--- src/rtl/core/aat_pkg.sv ---
`timescale 1ns / 1ps

package aat_pkg;

  // Table geometry and limits
  localparam int ENTRIES_DEF    = 16;
  localparam int QDEPTH         = 2;
  localparam logic [31:0] TIMEOUT_RESET = 32'd30000;
  localparam logic [4:0]  MAX_RESULTS   = 5'd16;

  // Operation codes
  localparam logic OP_TOUCH = 1'b0;
  localparam logic OP_LIST  = 1'b1;

  // Command as it sits in the queue
  typedef struct packed {
    logic        op;
    logic [31:0] now;
    logic [31:0] addr;
    logic [4:0]  limit;
  } cmd_t;

  // Back end sequencer states
  typedef enum logic [1:0] {
    B_IDLE,
    B_SCAN,
    B_WRITE,
    B_DONE
  } back_state_t;

endpackage

--- src/rtl/core/aat_ram.sv ---
`timescale 1ns / 1ps

module aat_ram #(
  parameter int WIDTH = 64,
  parameter int DEPTH = 16
) (
  input  logic                                  clk,
  input  logic                                  we,
  input  logic [((DEPTH > 1) ? $clog2(DEPTH) : 1)-1:0] waddr,
  input  logic [WIDTH-1:0]                      wdata,
  input  logic [((DEPTH > 1) ? $clog2(DEPTH) : 1)-1:0] raddr,
  output logic [WIDTH-1:0]                      rdata
);

  logic [WIDTH-1:0] mem_r [DEPTH];
  logic [WIDTH-1:0] rdata_r;

  // Write one word, read one word with a registered output
  always_ff @(posedge clk) begin
    if (we) begin
      mem_r[waddr] <= wdata;
    end
    rdata_r <= mem_r[raddr];
  end

  assign rdata = rdata_r;

endmodule

--- src/rtl/core/aat_front.sv ---
`timescale 1ns / 1ps

module aat_front (
  input  logic              clk,
  input  logic              rst_n,
  input  logic              start,
  input  logic              operation,
  input  logic [31:0]       now_ms,
  input  logic [31:0]       address,
  input  logic [4:0]        max_count,
  output logic              busy,
  output logic              q_valid,
  output aat_pkg::cmd_t     q_cmd,
  input  logic              q_pop
);

  localparam int QD     = aat_pkg::QDEPTH;
  localparam int PTR_W  = (QD > 1) ? $clog2(QD) : 1;
  localparam int CNT_W  = $clog2(QD + 1);

  aat_pkg::cmd_t      q_r [QD];
  logic [PTR_W-1:0]   wr_ptr_r, wr_ptr_nxt;
  logic [PTR_W-1:0]   rd_ptr_r, rd_ptr_nxt;
  logic [CNT_W-1:0]   cnt_r, cnt_nxt;
  aat_pkg::cmd_t      cmd_in;
  logic               push;

  // Classify the incoming transfer and clamp the count limit
  always_comb begin
    cmd_in.op    = operation;
    cmd_in.now   = now_ms;
    cmd_in.addr  = address;
    cmd_in.limit = (max_count > aat_pkg::MAX_RESULTS) ? aat_pkg::MAX_RESULTS : max_count;
  end

  assign busy    = (cnt_r == CNT_W'(QD));
  assign push    = start && !busy;
  assign q_valid = (cnt_r != '0);
  assign q_cmd   = q_r[rd_ptr_r];

  // Advance pointers and fill count
  always_comb begin
    wr_ptr_nxt = wr_ptr_r;
    rd_ptr_nxt = rd_ptr_r;
    cnt_nxt    = cnt_r;
    if (push) begin
      wr_ptr_nxt = (wr_ptr_r == PTR_W'(QD - 1)) ? '0 : wr_ptr_r + 1'b1;
    end
    if (q_pop) begin
      rd_ptr_nxt = (rd_ptr_r == PTR_W'(QD - 1)) ? '0 : rd_ptr_r + 1'b1;
    end
    if (push && !q_pop) begin
      cnt_nxt = cnt_r + 1'b1;
    end else if (!push && q_pop) begin
      cnt_nxt = cnt_r - 1'b1;
    end
  end

  always_ff @(posedge clk) begin
    if (!rst_n) begin
      wr_ptr_r <= '0;
      rd_ptr_r <= '0;
      cnt_r    <= '0;
    end else begin
      wr_ptr_r <= wr_ptr_nxt;
      rd_ptr_r <= rd_ptr_nxt;
      cnt_r    <= cnt_nxt;
    end
  end

  // Hold queued commands
  always_ff @(posedge clk) begin
    if (push) begin
      q_r[wr_ptr_r] <= cmd_in;
    end
  end

endmodule

--- src/rtl/core/aat_back.sv ---
`timescale 1ns / 1ps

module aat_back #(
  parameter int ENTRIES = aat_pkg::ENTRIES_DEF
) (
  input  logic              clk,
  input  logic              rst_n,
  input  logic [31:0]       timeout_ms,
  input  logic              q_valid,
  input  aat_pkg::cmd_t     q_cmd,
  output logic              q_pop,
  output logic              out_valid,
  output logic [31:0]       out_entry_address,
  output logic              out_entry_valid,
  output logic [3:0]        out_slot,
  output logic              out_hit,
  output logic              out_last
);

  localparam int IDX_W = (ENTRIES > 1) ? $clog2(ENTRIES) : 1;
  localparam logic [IDX_W-1:0] LAST_IDX = IDX_W'(ENTRIES - 1);

  aat_pkg::back_state_t state_r, state_nxt;
  aat_pkg::cmd_t        cmd_r, cmd_nxt;
  logic [IDX_W-1:0]     p_r, p_nxt;
  logic [4:0]           count_r, count_nxt;
  logic                 match_r, match_nxt;
  logic [IDX_W-1:0]     match_slot_r, match_slot_nxt;
  logic                 free_r, free_nxt;
  logic [IDX_W-1:0]     free_slot_r, free_slot_nxt;
  logic [31:0]          old_time_r, old_time_nxt;
  logic [IDX_W-1:0]     old_slot_r, old_slot_nxt;
  logic                 pend_valid_r, pend_valid_nxt;
  logic [31:0]          pend_addr_r, pend_addr_nxt;
  logic [IDX_W-1:0]     pend_slot_r, pend_slot_nxt;
  logic [ENTRIES-1:0]   valid_r, valid_nxt;

  logic                 out_valid_r, out_valid_nxt;
  logic [31:0]          out_addr_r, out_addr_nxt;
  logic                 out_ev_r, out_ev_nxt;
  logic [3:0]           out_slot_r, out_slot_nxt;
  logic                 out_hit_r, out_hit_nxt;
  logic                 out_last_r, out_last_nxt;

  logic                 ram_we;
  logic [IDX_W-1:0]     ram_waddr;
  logic [IDX_W-1:0]     ram_raddr;
  logic [63:0]          ram_wdata;
  logic [63:0]          ram_rdata;

  logic [31:0]          ent_addr;
  logic [31:0]          ent_time;
  logic                 cur_v;
  logic                 is_last_p;
  logic                 lim_hit;
  logic                 expired;
  logic [IDX_W-1:0]     p_inc;
  logic [IDX_W-1:0]     emit_idx;
  logic [IDX_W+3:0]     emit_idx_ext;
  logic [IDX_W-1:0]     wr_slot;

  // Address and timestamp of each slot, one word per slot
  aat_ram #(
    .WIDTH (64),
    .DEPTH (ENTRIES)
  ) u_ram (
    .clk   (clk),
    .we    (ram_we),
    .waddr (ram_waddr),
    .wdata (ram_wdata),
    .raddr (ram_raddr),
    .rdata (ram_rdata)
  );

  assign ent_addr  = ram_rdata[63:32];
  assign ent_time  = ram_rdata[31:0];
  assign cur_v     = valid_r[p_r];
  assign is_last_p = (p_r == LAST_IDX);
  assign lim_hit   = (count_r == cmd_r.limit);
  assign expired   = ((cmd_r.now - ent_time) > timeout_ms);
  assign p_inc     = is_last_p ? p_r : p_r + 1'b1;
  assign wr_slot   = match_r ? match_slot_r : (free_r ? free_slot_r : old_slot_r);

  // Next state
  always_comb begin
    state_nxt = state_r;
    case (state_r)
      aat_pkg::B_IDLE: begin
        if (q_valid) begin
          state_nxt = aat_pkg::B_SCAN;
        end
      end
      aat_pkg::B_SCAN: begin
        if (cmd_r.op == aat_pkg::OP_TOUCH) begin
          if (is_last_p) begin
            state_nxt = aat_pkg::B_WRITE;
          end
        end else if (lim_hit || is_last_p) begin
          state_nxt = aat_pkg::B_DONE;
        end
      end
      aat_pkg::B_WRITE: state_nxt = aat_pkg::B_IDLE;
      aat_pkg::B_DONE:  state_nxt = aat_pkg::B_IDLE;
      default:          state_nxt = aat_pkg::B_IDLE;
    endcase
  end

  // Datapath and results
  always_comb begin
    cmd_nxt        = cmd_r;
    p_nxt          = p_r;
    count_nxt      = count_r;
    match_nxt      = match_r;
    match_slot_nxt = match_slot_r;
    free_nxt       = free_r;
    free_slot_nxt  = free_slot_r;
    old_time_nxt   = old_time_r;
    old_slot_nxt   = old_slot_r;
    pend_valid_nxt = pend_valid_r;
    pend_addr_nxt  = pend_addr_r;
    pend_slot_nxt  = pend_slot_r;
    valid_nxt      = valid_r;
    q_pop          = 1'b0;
    ram_we         = 1'b0;
    ram_waddr      = wr_slot;
    ram_wdata      = {cmd_r.addr, cmd_r.now};
    ram_raddr      = p_r;
    out_valid_nxt  = 1'b0;
    out_addr_nxt   = out_addr_r;
    out_ev_nxt     = out_ev_r;
    emit_idx       = '0;
    out_hit_nxt    = out_hit_r;
    out_last_nxt   = out_last_r;
    case (state_r)
      aat_pkg::B_IDLE: begin
        // Take the next command and start the read of slot zero
        if (q_valid) begin
          q_pop          = 1'b1;
          cmd_nxt        = q_cmd;
          p_nxt          = '0;
          ram_raddr      = '0;
          count_nxt      = '0;
          match_nxt      = 1'b0;
          free_nxt       = 1'b0;
          old_time_nxt   = q_cmd.now;
          old_slot_nxt   = '0;
          pend_valid_nxt = 1'b0;
        end
      end
      aat_pkg::B_SCAN: begin
        ram_raddr = p_inc;
        p_nxt     = p_inc;
        if (cmd_r.op == aat_pkg::OP_TOUCH) begin
          // Look for a match, the first free slot and the oldest slot before it
          if (cur_v && (ent_addr == cmd_r.addr) && !match_r) begin
            match_nxt      = 1'b1;
            match_slot_nxt = p_r;
          end
          if (!cur_v && !free_r) begin
            free_nxt      = 1'b1;
            free_slot_nxt = p_r;
          end
          if (cur_v && !free_r && (ent_time < old_time_r)) begin
            old_time_nxt = ent_time;
            old_slot_nxt = p_r;
          end
        end else if (!lim_hit && cur_v) begin
          if (expired) begin
            // Drop the aged entry
            valid_nxt[p_r] = 1'b0;
          end else begin
            // Release the held result, hold the new one
            if (pend_valid_r) begin
              out_valid_nxt = 1'b1;
              out_addr_nxt  = pend_addr_r;
              out_ev_nxt    = 1'b1;
              emit_idx      = pend_slot_r;
              out_hit_nxt   = 1'b0;
              out_last_nxt  = 1'b0;
            end
            pend_valid_nxt = 1'b1;
            pend_addr_nxt  = ent_addr;
            pend_slot_nxt  = p_r;
            count_nxt      = count_r + 1'b1;
          end
        end
      end
      aat_pkg::B_WRITE: begin
        // Store address and time, report the slot
        ram_we             = 1'b1;
        valid_nxt[wr_slot] = 1'b1;
        out_valid_nxt      = 1'b1;
        out_addr_nxt       = cmd_r.addr;
        out_ev_nxt         = 1'b1;
        emit_idx           = wr_slot;
        out_hit_nxt        = match_r;
        out_last_nxt       = 1'b1;
      end
      aat_pkg::B_DONE: begin
        // Close the list with the held result or an empty one
        out_valid_nxt  = 1'b1;
        out_addr_nxt   = pend_valid_r ? pend_addr_r : '0;
        out_ev_nxt     = pend_valid_r;
        emit_idx       = pend_valid_r ? pend_slot_r : '0;
        out_hit_nxt    = 1'b0;
        out_last_nxt   = 1'b1;
        pend_valid_nxt = 1'b0;
      end
      default: begin
        pend_valid_nxt = 1'b0;
      end
    endcase
  end

  assign emit_idx_ext = {4'b0000, emit_idx};
  assign out_slot_nxt = emit_idx_ext[3:0];

  // Control state
  always_ff @(posedge clk) begin
    if (!rst_n) begin
      state_r      <= aat_pkg::B_IDLE;
      valid_r      <= '0;
      pend_valid_r <= 1'b0;
      out_valid_r  <= 1'b0;
    end else begin
      state_r      <= state_nxt;
      valid_r      <= valid_nxt;
      pend_valid_r <= pend_valid_nxt;
      out_valid_r  <= out_valid_nxt;
    end
  end

  // Working registers and result payload
  always_ff @(posedge clk) begin
    cmd_r        <= cmd_nxt;
    p_r          <= p_nxt;
    count_r      <= count_nxt;
    match_r      <= match_nxt;
    match_slot_r <= match_slot_nxt;
    free_r       <= free_nxt;
    free_slot_r  <= free_slot_nxt;
    old_time_r   <= old_time_nxt;
    old_slot_r   <= old_slot_nxt;
    pend_addr_r  <= pend_addr_nxt;
    pend_slot_r  <= pend_slot_nxt;
    out_addr_r   <= out_addr_nxt;
    out_ev_r     <= out_ev_nxt;
    out_slot_r   <= out_slot_nxt;
    out_hit_r    <= out_hit_nxt;
    out_last_r   <= out_last_nxt;
  end

  assign out_valid         = out_valid_r;
  assign out_entry_address = out_addr_r;
  assign out_entry_valid   = out_ev_r;
  assign out_slot          = out_slot_r;
  assign out_hit           = out_hit_r;
  assign out_last          = out_last_r;

  // A touch always ends in one final result
  a_write_reports: assert property (@(posedge clk) disable iff (!rst_n)
    (state_r == aat_pkg::B_WRITE) |=> (out_valid_r && out_last_r && out_ev_r))
    else $error("touch write without final result");

  // A list never returns more than its limit
  a_count_bound: assert property (@(posedge clk) disable iff (!rst_n)
    (state_r == aat_pkg::B_SCAN) |-> (count_r <= cmd_r.limit))
    else $error("list count past limit");

  // No held result survives the end of an item
  a_pend_clear: assert property (@(posedge clk) disable iff (!rst_n)
    (state_r == aat_pkg::B_IDLE) |-> !pend_valid_r)
    else $error("held result left over");

  // An empty result only closes an item
  a_empty_last: assert property (@(posedge clk) disable iff (!rst_n)
    (out_valid_r && !out_ev_r) |-> (out_last_r && !out_hit_r))
    else $error("empty result not final");

endmodule

--- src/rtl/core/active_address_table_with_aging_unit.sv ---
`timescale 1ns / 1ps

// Table of recently seen addresses with timestamps. A command is taken when
// start is high and busy is low; two commands can wait in the input queue
// while one is carried out. Each command walks the table one slot per clock
// through the single read port of the slot memory. A touch takes the command
// from the queue, reads every slot in turn and then writes; a list takes the
// command and reads slots until its limit or the last slot, then closes. A
// queued command is taken in the cycle after the write or close. A touch
// result is registered in the write state. A listed entry is held until
// the walk meets another listed entry or closes, and shows in the cycle
// after that. Every result is on the out_ ports for exactly one cycle with
// out_valid high and cannot be held off, so the receiver must take it then.
// out_last marks the final result of a command. timeout_ms is written
// through cfg_we/cfg_data and should only change while the block is idle.
module active_address_table_with_aging_unit #(
  parameter int ENTRIES = aat_pkg::ENTRIES_DEF
) (
  input  logic        clk,
  input  logic        rst_n,
  input  logic        start,
  output logic        busy,
  input  logic        in_operation,
  input  logic [31:0] in_now_ms,
  input  logic [31:0] in_address,
  input  logic [4:0]  in_max_count,
  output logic        out_valid,
  output logic [31:0] out_entry_address,
  output logic        out_entry_valid,
  output logic [3:0]  out_slot,
  output logic        out_hit,
  output logic        out_last,
  input  logic        cfg_we,
  input  logic [31:0] cfg_data
);

  logic [31:0]    timeout_r;
  logic           q_valid;
  logic           q_pop;
  aat_pkg::cmd_t  q_cmd;

  // Hold the timeout register
  always_ff @(posedge clk) begin
    if (!rst_n) begin
      timeout_r <= aat_pkg::TIMEOUT_RESET;
    end else if (cfg_we) begin
      timeout_r <= cfg_data;
    end
  end

  aat_front u_front (
    .clk       (clk),
    .rst_n     (rst_n),
    .start     (start),
    .operation (in_operation),
    .now_ms    (in_now_ms),
    .address   (in_address),
    .max_count (in_max_count),
    .busy      (busy),
    .q_valid   (q_valid),
    .q_cmd     (q_cmd),
    .q_pop     (q_pop)
  );

  aat_back #(
    .ENTRIES (ENTRIES)
  ) u_back (
    .clk               (clk),
    .rst_n             (rst_n),
    .timeout_ms        (timeout_r),
    .q_valid           (q_valid),
    .q_cmd             (q_cmd),
    .q_pop             (q_pop),
    .out_valid         (out_valid),
    .out_entry_address (out_entry_address),
    .out_entry_valid   (out_entry_valid),
    .out_slot          (out_slot),
    .out_hit           (out_hit),
    .out_last          (out_last)
  );

endmodule
--- config.mk ---
export PLATFORM = sky130hd
export DESIGN_NAME = active_address_table_with_aging_unit
export DESIGN_NICKNAME = d
export VERILOG_FILES = /design/src/rtl/core/aat_pkg.sv /design/src/rtl/core/aat_ram.sv /design/src/rtl/core/aat_front.sv /design/src/rtl/core/aat_back.sv /design/src/rtl/core/active_address_table_with_aging_unit.sv
export SDC_FILE = /design/constraint.sdc
export NUM_CORES = 2
export LEC_CHECK = 0
export ABC_CLOCK_PERIOD_IN_PS = 14860
export BUFFER_PORTS_ARGS = -buffer_cell sky130_fd_sc_hd__buf_2
export CELL_PAD_IN_SITES_DETAIL_PLACEMENT = 1
export CELL_PAD_IN_SITES_GLOBAL_PLACEMENT = 1
export CORE_MARGIN = 4
export CORE_UTILIZATION = 58
export CTS_BUF_LIST = sky130_fd_sc_hd__clkbuf_4 sky130_fd_sc_hd__clkbuf_8
export DETAILED_ROUTE_END_ITERATION = 7
export PLACE_DENSITY_LB_ADDON = 0.1
export REMOVE_ABC_BUFFERS = 1
export SETUP_SLACK_MARGIN = 0.3
export SLEW_MARGIN = 10
export SYNTH_ARGS = -nofsm -noshare
export SYNTH_HDL_FRONTEND = slang
export SYNTH_SLANG_ARGS = --single-unit
--- constraint.sdc ---
create_clock -name clk -period 14.86 [get_ports clk]
set_clock_uncertainty 0.1 [all_clocks]
set_input_delay 1.486 -clock clk [delete_from_list [all_inputs] [get_ports clk]]
set_output_delay 1.486 -clock clk [all_outputs]
set_load 0.02 [all_outputs]
== Yosys cells after proc, flatten, opt, wreduce, memory -nomap -nowiden ==
Memories as Yosys holds them, arrays and structs flattened. A register that Yosys moved wholly into a read port is not among the register bits.
Index checks and enable logic that the tools add are counted.
Storage, ports and cells
  input port bits: 106
  RAM bits: 1164
  memories: 2
  register bits after elaboration: 256
  output and inout bits: 41
Cells by class
  reductions and logical operators: 41
  magnitude comparators: 7
  $add $sub $neg: 7
  equality and inequality tests: 19
  bitwise gates (word level): 5
  muxes and demuxes: 85
Memory list
  u_back.u_ram.mem_r: depth 16, width 64, rd ports 1, clocked after memory_dff 1, wr ports 1, line aat_ram.sv:15  | logic [WIDTH-1:0] mem_r [DEPTH];
  u_front.q_r: depth 2, width 70, rd ports 1, clocked after memory_dff 1, wr ports 1, line aat_front.sv:21  | aat_pkg::cmd_t q_r [QD];
Operator list (count)
  $mux 32: 8
  $pmux 32 s3: 1
  $pmux 32 s2: 1
  $mux 16: 3
  $mux 4: 11
  $mux 1: 34
  $eq 32x32->1: 1
  $gt 32x32->1: 1
  $lt 32x32->1: 1
  $pmux 16 s2: 1
  $sub 32x32->32: 1
  $mux 5: 5
  $reduce_and 4->1: 5
  $reduce_and 5->1: 4
  $and 16x16->16: 1
  $not 16->16: 1
  $or 16x16->16: 1
  $pmux 4 s2: 2
  $ne 2x1->1 const B: 7
  $mux 2: 6
  $pmux 4 s3: 1
  $logic_and 1x1->1: 11
  $lt 4x5->1 const B: 2
  $pmux 5 s2: 1
  28 further kinds: 54

== Depth between registers and ports, before layout ==
  depth in word-level cells: 10
  mapped depth: 22
  gate-level depth less buffers: 21

== Modules after synthesis ==
A second synthesis with hierarchy kept.
Unflattened totals
  cell total of the unflattened synthesis: 3003
  area, all modules: 57751.6 sq um
Modules (own cells, without submodules)
  aat_ram: cells an instance 1647, sequential area each 32030.7 sq um, instances 1, area each 39583.0 sq um
  aat_back: cells an instance 1005, sequential area each 6326.1 sq um, instances 1, area each 11599.9 sq um
  aat_front: cells an instance 248, sequential area each 4304.1 sq um, instances 1, area each 5342.6 sq um
  active_address_table_with_aging_unit: cells an instance 103, sequential area each 640.6 sq um, instances 1, area each 1226.2 sq um

== Least setup slack after synthesis ==
OpenSTA, ideal clock, no wires.
  path type: register to register
  start point: register u_back.cmd_r[39] (netlist bit)
  end point: register u_back.out_addr_r[0] (netlist: u_back.out_entry_address[0]), enable pin
  clock period less this slack: 8223 ps
  path buffers: 0
  arrival: 7603 ps
  setup time: 520 ps
  cell stages (with the launch flop): 18
  path slack: 6637 ps
  required time: 14240 ps
  cells stage by stage: edfxtp_1 > ha_1 > o21ai_0 > a21oi_1 > o31ai_1 > a21oi_1 > nor4_1 > a21oi_1 > a21oi_1 > xnor2_1 > ha_1 > and3_1 > a221o_1 > a221oi_1 > o221ai_1 > inv_1 > a31oi_1 > o41ai_1
On the way
  word-level cells in the longest chain between the ends: 4
Ends and longest elaborated chain
  from (decl): line aat_back.sv:24  | aat_pkg::cmd_t cmd_r, cmd_nxt;
  from (signal assigned): line aat_back.sv:235  | cmd_r <= cmd_nxt;
  $sub 32x32->32: line aat_back.sv:80  | assign expired = ((cmd_r.now - ent_time) > timeout_ms);
  $gt 32x32->1: line aat_back.sv:80
  $ne 2x2->1 (no line)
  $reduce_and 5->1 (no line)
  to (signal assigned): line aat_back.sv:246  | out_addr_r <= out_addr_nxt;
  to (decl): line aat_back.sv:39  | logic [31:0] out_addr_r, out_addr_nxt;
No other way between the ends.
A chain may end at the register's enable or synchronous reset.

== Worst setup path in the final report ==
  start point: register u_back.cmd_r[39] (netlist bit)
  end point: register u_back.out_addr_r[10] (netlist: u_back.out_entry_address[10]), enable pin
Same word-level chain as after synthesis.

==> flow_summary.toml <==
[global_routing]
grt.met2_usage = 0.527
grt_pass1_wl_um = 250000
globalRouteMet3Util = 0.0446
grt_start_max_net_pins = 187
antenna_found_initial = 3
grt_usage = 0.309
grt_pass1_vias = 40717
gr-total-overflow = 0
grt-busiest-layer = "met2"
grtUsageMet1 = 0.408

[power_and_ir_drop]
cellPowerDensity_nw_per_um2 = 208
total_power_uw = 13800
vdd_ir_drop_max_mv = 0.389
p_leak_uw = 0.0239

[route]
drt-pass1-iter-count = 5
routed_via_density = 6.21
num_vias = 38271
drcViolationCount = 0
drt-initial-drc-count = 3885
drtAntennaViolNets = 0
wirelength_um = 167000
avgRoutedWirePerCell_um = 27.1

[run_status]
status = "completed"

[synth]
yosysTopAreaCell = "edfxtp_1"
synth-edff-count = 1356
ys_seq_area_frac = 0.729
synth.distinct_cells = 62
synth-compound-area-share = 0.0706
synth_area_per_cell_sq_um = 13.5
yosysMostFrequentCell = "edfxtp_1"
synth.ff_latch_count = 1485
synthMuxAreaShare = 0.0202
yosys.area_share.xor_xnor = 0.00944
synthesis.area_sq_um = 59400
synth_top_area_frac = 0.685
yosysWarningCount = 0
synth_top_family_by_area = "simple AND/OR/NAND/NOR gates"
synthTopCellsByCount = "1356 x edfxtp_1, 1073 x nand2_1, 278 x nand3_1"
dominantRegCellSynth = "edfxtp_1"
netlist_instances = 4413
async_flop_share = 0
synth_simple_gate_area_frac = 0.124
synth.area.top_cells = "edfxtp_1 69%, nand2_1 6.8%, dfxtp_1 4.3%, a311oi_1 2.8%, nand3_1 2.3%"
synthAdderAreaFrac = 0.0214

[min_path]
hold-path-cell-count = 0
hp-class = "reg -> reg"

[clock_tree]
cts_buffer_depth = 3
clock-sinks = 1485
post_cts_resized = 0
cts_setup_buffers = 0
hold_buffers = 0
cts_made_buffers = 227
clockRootBuffer = "clkbuf_8"
cts_max_level = 4
clk_latency_ps = 890
clk_pin_slew_ps = 60
cts_tree = "built"

[place]
hpwl_um = 92900
place.gp.congestion = 0.836
port_buffers = 146
dp.cells = 5730

[job]
cap_violations = 0

[die]
initial_utilization = 0.584
std_cell_rows = 117
die-area_sq_um = 108000
chipHeight_um = 328
die_w_um = 328
pin_count = 147
design.core.area_sq_um = 102000

[timing]
slew_violations = 0
hold_viol = 0
fmax_ghz = 0.150
max_slew_margin = 0.140
setup_viol = 0
setup_tns_ps = 0
finalWorstPathRequiredPeriod_ps = 6690
rsz0062_at_grt = "no"
worstMarginPinSlew_ps = 1290
period_share = 0.450

[worst_setup_path]
worstPathArrival_ps = 7090
startpoint = "u_back.cmd_r[39]$_DFFE_PP_"
regToRegSetupSlack_ps = 8170
r2r_start = "u_back.cmd_r[39]$_DFFE_PP_"
cp_max_fo = 34
worst_setup_path_end_kind = "flop"
path_class = "reg -> reg"
cp_data_required_time_ps = 15260
crit_path_start_kind = "flop"
crit_end = "u_back.out_entry_address[10]$_DFFE_PP_"
r2r_end = "u_back.out_entry_address[10]$_DFFE_PP_"
reg2reg_depth = 19

[cells_and_area]
fin_nets = 4798
fillers = 9590
drive_above_1_share = 0.152
area_growth_pct = 11.5
stdcell_count = 6161
-- layout make-up --
type | count | area, sq um | share of cell area
diodes | 2 | 5.00 | 0.0000756
clock buffers | 366 | 4410 | 0.0665
clock inverters | 63 | 363 | 0.00548
inverters | 114 | 445 | 0.00672
multi-input cells | 2556 | 14800 | 0.223
flip-flops and latches | 1485 | 43300 | 0.654
well taps | 1368 | 1710 | 0.0258
repair buffers | 207 | 1240 | 0.0187
-- cells by family (layout without fill, tap and decap cells) --
kind of cell | after synthesis | after routing
muxes | 105 | 105
other | 0 | 2
xor gates and xnor gates | 64 | 64
and+or+nand+nor | 1694 | 1694
AOI/OAI and AO/OA | 592 | 592
adders and majority gates | 101 | 101
DFF | 1485 | 1485
buffers and inverters | 372 | 750
-- sequential cells by signal, indices dropped and copies added, names as in the netlist, 5 cells and up, named ones only --
signal and flops:
timeout_r 32, u_back.cmd_r 70, u_back.pend_addr_r 32, u_back.count_r 5, u_back.out_entry_address 32, u_back.valid_r 16
u_front.q_r 140, u_back.u_ram.rdata 64, u_back.old_time_r 32, u_back.u_ram.mem_r 1024
-- report_power, final --
group	switching, uW	total (uW)	internal, uW
combinational	3050	4580	1540
clock	1570	3480	1910
sequential	464	5720	5260
total	5080	13800	8700
-- routing by layer --
| metal | wire (um) | vias to the layer above |
|---|---|---|
| met4 | 5870 | 0 |
| met5 | 0 | - |
| met3 | 10800 | 365 |
| met2 | 84200 | 1548 |
| met1 | 66400 | 19644 |
| li1 | - | 16714 |
-- critical path, cell delays in order (launching register included) --
cell and delay, ps:
edfxtp_1 670, ha_1 380, o21ai_0 190, a21oi_1 130, o31ai_1 490, a21oi_1 260, nor4_1 750, a21oi_1 190
a21oi_1 230, xnor2_1 150, ha_1 270, and3_1 200, a221o_1 350, a221oi_1 300, o221ai_1 190, mux2i_1 170
a31oi_1 110, buf_4 260, o41ai_2 290, buf_4 570
-- through the flow --
step	instance area [sq um]	worst slack, ps	hold WS [ps]	util
floorplan	58300	-1460	328	-
global placement	61500	8550	331	0.604
detailed placement	61500	8280	342	0.604
CTS	66200	8240	357	0.651
global route	66200	7650	363	0.651
finish	66200	8170	354	0.651
-- layout by cell type (no fill, tap or decap), types with 21 or more instances in the layout --
master    count
a21o_1       23
a21oi_1     144
a22o_1       32
a311oi_1    192
a31oi_1      82
and3_1      136
buf_2       146
buf_4        57
clkbuf_4    101
clkbuf_8    265
clkinv_1     29
clkinv_2     21
dfxtp_1     128
edfxtp_1   1356
ha_1        100
inv_1       109
mux2_2       70
mux2i_1      30
nand2_1    1073
nand3_1     278
nor2_1       74
nor2b_1      36
o21ai_0      46
xnor2_1      37
xor2_1       27
-- worst min-delay path by stage --
stage,slack (ps),from,to
floorplan,330,u_back.u_ram.rdata[43]$_DFF_P_,u_back.pend_addr_r[11]$_DFFE_PP_
global placement,330,u_back.u_ram.rdata[62]$_DFF_P_,u_back.pend_addr_r[30]$_DFFE_PP_
detailed placement,340,u_back.u_ram.rdata[46]$_DFF_P_,u_back.pend_addr_r[14]$_DFFE_PP_
CTS,360,u_back.u_ram.rdata[61]$_DFF_P_,u_back.pend_addr_r[29]$_DFFE_PP_
global route,360,u_back.u_ram.rdata[61]$_DFF_P_,u_back.pend_addr_r[29]$_DFFE_PP_
finish,350,u_back.u_ram.rdata[61]$_DFF_P_,u_back.pend_addr_r[29]$_DFFE_PP_
Power figures use the tool's default switching activity.
